[src/iou_pkg.sv]
`timescale 1ns / 1ps
`default_nettype none
package iou_pkg;

	// Fraction bits of the fixed-point log2 and the ln 2 constant in Q0.32.
	localparam int LOG_FRAC = 24;
	localparam int MANT_BITS = 32;
	localparam logic [MANT_BITS-1:0] LN2_Q32 = 32'hB17217F8;
	localparam int FRAC_CNT_BITS = $clog2(LOG_FRAC + 1);

	// Controller states.
	typedef enum logic [3:0] {
		ST_IDLE,
		ST_AREA,
		ST_UNION,
		ST_LOG,
		ST_LOGWAIT,
		ST_PROD,
		ST_ACC,
		ST_LAST,
		ST_DIV,
		ST_EMIT
	} ctl_state_t;

	// Phases of the log2 unit.
	typedef enum logic [1:0] {
		LG_IDLE,
		LG_NORM,
		LG_SQ
	} log_phase_t;

	// Commands from the controller to the datapath.
	typedef struct packed {
		logic capture;
		logic area;
		logic uni;
		logic log_start;
		logic prod;
		logic acc;
		logic div_start;
		logic out_load;
	} ctl_cmd_t;

	// Status from the datapath to the controller.
	typedef struct packed {
		logic skip;
		logic last;
		logic log_done;
		logic div_done;
		logic out_full;
		logic out_taken;
	} dp_sts_t;

endpackage
`default_nettype wire

[src/iou_ctrl.sv]
`timescale 1ns / 1ps
`default_nettype none
module iou_ctrl (
	input wire logic clk,
	input wire logic arst_n,
	input wire logic in_valid,
	output logic in_ready,
	input wire iou_pkg::dp_sts_t sts,
	output iou_pkg::ctl_cmd_t cmd
);
	import iou_pkg::*;

	ctl_state_t state_q, state_d;

	always_ff @(posedge clk or negedge arst_n) begin
		if (!arst_n) begin
			state_q <= ST_IDLE;
		end else begin
			state_q <= state_d;
		end
	end

	// Next state.
	always_comb begin
		state_d = state_q;
		case (state_q)
			ST_IDLE: if (in_valid) state_d = ST_AREA;
			ST_AREA: state_d = sts.skip ? ST_LAST : ST_UNION;
			ST_UNION: state_d = ST_LOG;
			ST_LOG: state_d = ST_LOGWAIT;
			ST_LOGWAIT: if (sts.log_done) state_d = ST_PROD;
			ST_PROD: state_d = ST_ACC;
			ST_ACC: state_d = ST_LAST;
			ST_LAST: state_d = sts.last ? ST_DIV : ST_IDLE;
			ST_DIV: if (sts.div_done) state_d = ST_EMIT;
			ST_EMIT: if (!sts.out_full || sts.out_taken) state_d = ST_IDLE;
			default: state_d = ST_IDLE;
		endcase
	end

	// Commands.
	always_comb begin
		cmd = '0;
		in_ready = 1'b0;
		case (state_q)
			ST_IDLE: begin
				in_ready = 1'b1;
				cmd.capture = in_valid;
			end
			ST_AREA: cmd.area = 1'b1;
			ST_UNION: cmd.uni = 1'b1;
			ST_LOG: cmd.log_start = 1'b1;
			ST_PROD: cmd.prod = 1'b1;
			ST_ACC: cmd.acc = 1'b1;
			ST_LAST: cmd.div_start = sts.last;
			ST_EMIT: cmd.out_load = !sts.out_full || sts.out_taken;
			default: begin
			end
		endcase
	end
endmodule
`default_nettype wire

[config.mk]
export PLATFORM = sky130hd
export DESIGN_NAME = iou_ctrl
export DESIGN_NICKNAME = d
export VERILOG_FILES = /design/src/iou_pkg.sv /design/src/iou_ctrl.sv
export SDC_FILE = /design/constraint.sdc
export NUM_CORES = 1
export LEC_CHECK = 0
export ABC_CLOCK_PERIOD_IN_PS = 1600
export BUFFER_PORTS_ARGS = -buffer_cell sky130_fd_sc_hd__buf_2
export CAP_MARGIN = 30
export CORE_AREA = 2 2 39 41
export DETAILED_ROUTE_END_ITERATION = 10
export DIE_AREA = 0 0 41 43
export PLACE_DENSITY = 0.6
export SLEW_MARGIN = 20
export SYNTH_ARGS = -nofsm -noshare
export SYNTH_HDL_FRONTEND = slang
export SYNTH_SLANG_ARGS = --single-unit
[constraint.sdc]
create_clock -name clk -period 1.6 [get_ports clk]
set_input_delay 0.08 -clock clk [delete_from_list [all_inputs] [get_ports clk]]
set_output_delay 0.08 -clock clk [all_outputs]
set_load 0.01 [all_outputs]
Word level (Yosys, flattened, before mapping). Cells that the tools add are included.

Register bits after elaboration: 4. Bits of input ports: 9. Output and inout port bits: 9.

Eq/ne operators: 13. Muxes and demuxes: 16. Reductions and logical operators: 4.

Operators by type and width (number): 4-bit case mux with 10 select lines (1); 4-bit two-way mux (5); 4-bit by 3-bit == test with 1-bit output (second input constant) (4); 1-bit two-way mux (9); 4-bit by 2-bit == test with 1-bit output (second input constant) (2); 4-bit == test (second input constant) (2); 2-bit inequality test (second input constant) (4); 4-bit by 1-bit == test with 1-bit output (second input constant) (1); 4-bit zero test (1); 4-bit AND reduction (1); 3-bit two-way mux (1); 1-bit zero test (1); 1-bit logical OR (1).

Longest topological paths before layout.
Word-level depth: 4. Gate-level depth with buffers: 5. Gate-level depth less buffers: 4.

Worst setup path before layout. No wires, ideal clock.

Path kind: reg2reg. Start point: register state_q[0]. End point: register state_q[3]. Setup time: 0.125 ns. Data arrival time: 1.344 ns. Slack: 0.131 ns. Stages on the path, launching flop included: 5. Clock period less this slack: 1.469 ns. Cell sequence: dfrtp_1 > nor4_4 > nand2b_1 > o311ai_2 > mux2_4.

Longest elaborated chain between the ends: 3. Elaborated cells between the ends (all ways): 16. Classes of those cells: eq/ne (13); mux (1); reduce/logical (2).

RTL lines: start, declared (line iou_ctrl.sv:13) `ctl_state_t state_q, state_d;`; start signal, assigned (line iou_ctrl.sv:19) `state_q <= state_d;`; 4-bit == test (tied with other cells) (line iou_ctrl.sv:26) `case (state_q)`; 2-bit inequality test (no line); 4-bit AND reduction (no line).

Several ways; a longest one is shown, not always the timed one. A chain may end at the register's enable or synchronous reset.

Worst setup path after layout.
Start point: register state_q[1]. End point: register state_q[3].

The elaborated chain is that of the path after synthesis.

==> flow_summary.yaml <==
status:
  status: "complete, no violations"
die:
  dieArea_sq_mm: 0.00176
  rows: 14
  die-height_um: 43
  ios: 18
  die_w_um: 41
  coreArea_sq_mm: 0.00138
  start_util: 0.267
pwr:
  p_total_uw: 911
  ir_drop_mv: 0.431
  powerDensity_mw_per_mm2: 1820
  p_leak_nw: 0.250
grt:
  grt_max_degree: 11
  grt_usage: 0.109
  grt_pass1_vias: 322
  antenna_found_initial: 0
  grt_pass1_wl_um: 1300
  grt_overflow: 0
timing:
  setup_viol: 0
  max_freq_ghz: 0.673
  finalCritPeriodShare: 0.929
  hold_violations: 0
  period_needed_ps: 1490
  rsz0062_at_grt: "no"
  final.setup.tns_ps: 0
  fin_ws_ps: 113
  maxSlewHeadroom: 0.778
  finalMaxSlewViolations: 0
  fin_skew_ps: 1.77
  worstMarginPinSlew_ps: 333
hold_path:
  hp-class: "in -> async"
synthesis:
  synth_area_leader_cell: "dfrtp_1"
  synth_common_cells: "6 x nor2_1, 4 x dfrtp_1"
  synth_fp_nets: 52
  synth.avg_cell_area_sq_um: 8.58
  ys_seq_area_frac: 0.271
  synthFlopType: "dfrtp_1"
  netlist_area_sq_um: 369
  syn_inst: 43
  async_reset_ff_frac: 1.00
  synth_edf_count: 0
  synth_top_area_frac: 0.271
  synth_warnings: 0
  netlist_top_cells_area: "dfrtp_1 27%, buf_6 6.1%, nor2_1 6.1%"
  yosysMostFrequentCell: "nor2_1"
  ys_ff_latch: 4
  ys_types: 23
clocking:
  clkSlewWorstSetupHoldPaths_ps: 40
  cts_tree: "done"
  cts_hold_buf: 1
  clk-insertion-delay-late_ps: 230
  clk_path_buf_depth: 2
  cts_buffers: 3
  cts_resized: 0
  htree_num_levels: 1
  clock_sinks: 4
  cts-root-buf: "clkbuf_4"
  cts_setup_buffers: 0
route:
  first_pass_iters: 4
  dr.first_iter.drc_count: 8
  num_vias: 383
  detail-route-antenna-nets: 0
  drc: 0
  routed_wl_um: 806
  drt-wirelength-per-cell_um: 10.1
  drt-vias-per-instance: 4.79
layout:
  largest_reg_flops: 4
  syn2layout_area_growth_pct: 35.9
  top_register: "state_q"
  multiInputGateArea_sq_um: 234
  layout-drive-gt1-share: 0.469
  n_antenna_cell: 0
  finalNonFillerCells: 80
  fill_cells: 150
  finalNetCount: 75
  regArea_sq_um: 100
  biggestRegsByFlops: "state_q x4"
placement:
  hpwl_um: 656
  placement.io_buffers: 17
  dp.cells: 76
  gp_congestion: 0.654
  pre_cts_slack_ps: 120
critical_path:
  setup.worst_path.end_class: "flop"
  slowest_delay_ps: 440
  worstSetupPathType: "reg -> reg"
  arrival_ps: 1600
  crit_path_start_kind: "flop"
  crit_chain: "nand2b_2, o311ai_2, mux2_4"
  crit_family: "flip-flops"
  crit_slowest_cell: "dfrtp_1"
  required_ps: 1710
  critical_path_buf_inv_count: 0
  path_max_fanout: 6
run:
  max-cap-violations: 0
layout by cell type, fill, tap and decap left out:
master         instances
nand2_4                1
o32ai_1                1
nor4b_1                1
nand2b_2               1
clkbuf_4               3
nor3_1                 3
a31o_2                 1
nor3b_1                3
nor2_1                 6
o21ai_0                1
buf_2                 17
inv_1                  2
dfrtp_1                4
nor4_4                 1
nand3_1                1
nand2_1                3
o21ai_1                1
mux2_4                 1
a21oi_1                3
nand2b_1               3
and2_1                 1
dlygate4sd3_1          1
o21ai_2                1
o311ai_2               1
buf_4                  3
worst paths after layout:
kind / startpoint / slack [ps] / depth (start not counted) / endpoint
max: state_q[1]$_DFFE_PN0P_ / 110 / 3 / state_q[3]$_DFFE_PN0P_
min: arst_n / 180 / 2 / state_q[2]$_DFFE_PN0P_
max reg2reg: state_q[1]$_DFFE_PN0P_ / 110 / 3 / state_q[3]$_DFFE_PN0P_
min reg2reg: state_q[3]$_DFFE_PN0P_ / 650 / 1 / state_q[2]$_DFFE_PN0P_
max in group asynchronous: arst_n / 1310 / 2 / state_q[0]$_DFFE_PN0P_
min in group clk: sts[1] / 200 / 3 / state_q[0]$_DFFE_PN0P_
metal layers:
layer  GRT usage  vias up  share of wire
li1            -      196              -
met1       0.131      172           0.47
met2       0.166       13           0.47
met3      0.0157        2          0.050
met4      0.0800        0          0.014
met5           0        -              0
cells by family after synthesis:
| logic type | Yosys count | synth area share |
|---|---|---|
| simple gates | 24 | 0.410 |
| compound gates | 9 | 0.183 |
| buf+inv | 5 | 0.0949 |
| flops | 4 | 0.271 |
| mux | 1 | 0.0407 |
through the flow:
step           utilization  cell area (sq um)  hold WS (ps)
4_1_cts              0.363                502           172
2_1_floorplan            -                369          -216
6_report             0.363                502           177
5_1_grt              0.363                502           187
3_3_place_gp         0.339                469          -111
3_5_place_dp         0.339                469          -111
layout make-up:
cell class,instances,area share
repair buffers,21,0.234
inverters,2,0.0150
flip-flops and latches,4,0.200
well taps,16,0.0399
clock buffers,3,0.0449
multi-input cells,34,0.466
report_power, final:
group	switching, mW	internal [mW]
combinational	0.275	0.249
clock	0.0412	0.0839
sequential	0.112	0.150
No activity file was read; power rests on OpenSTA's default activity.
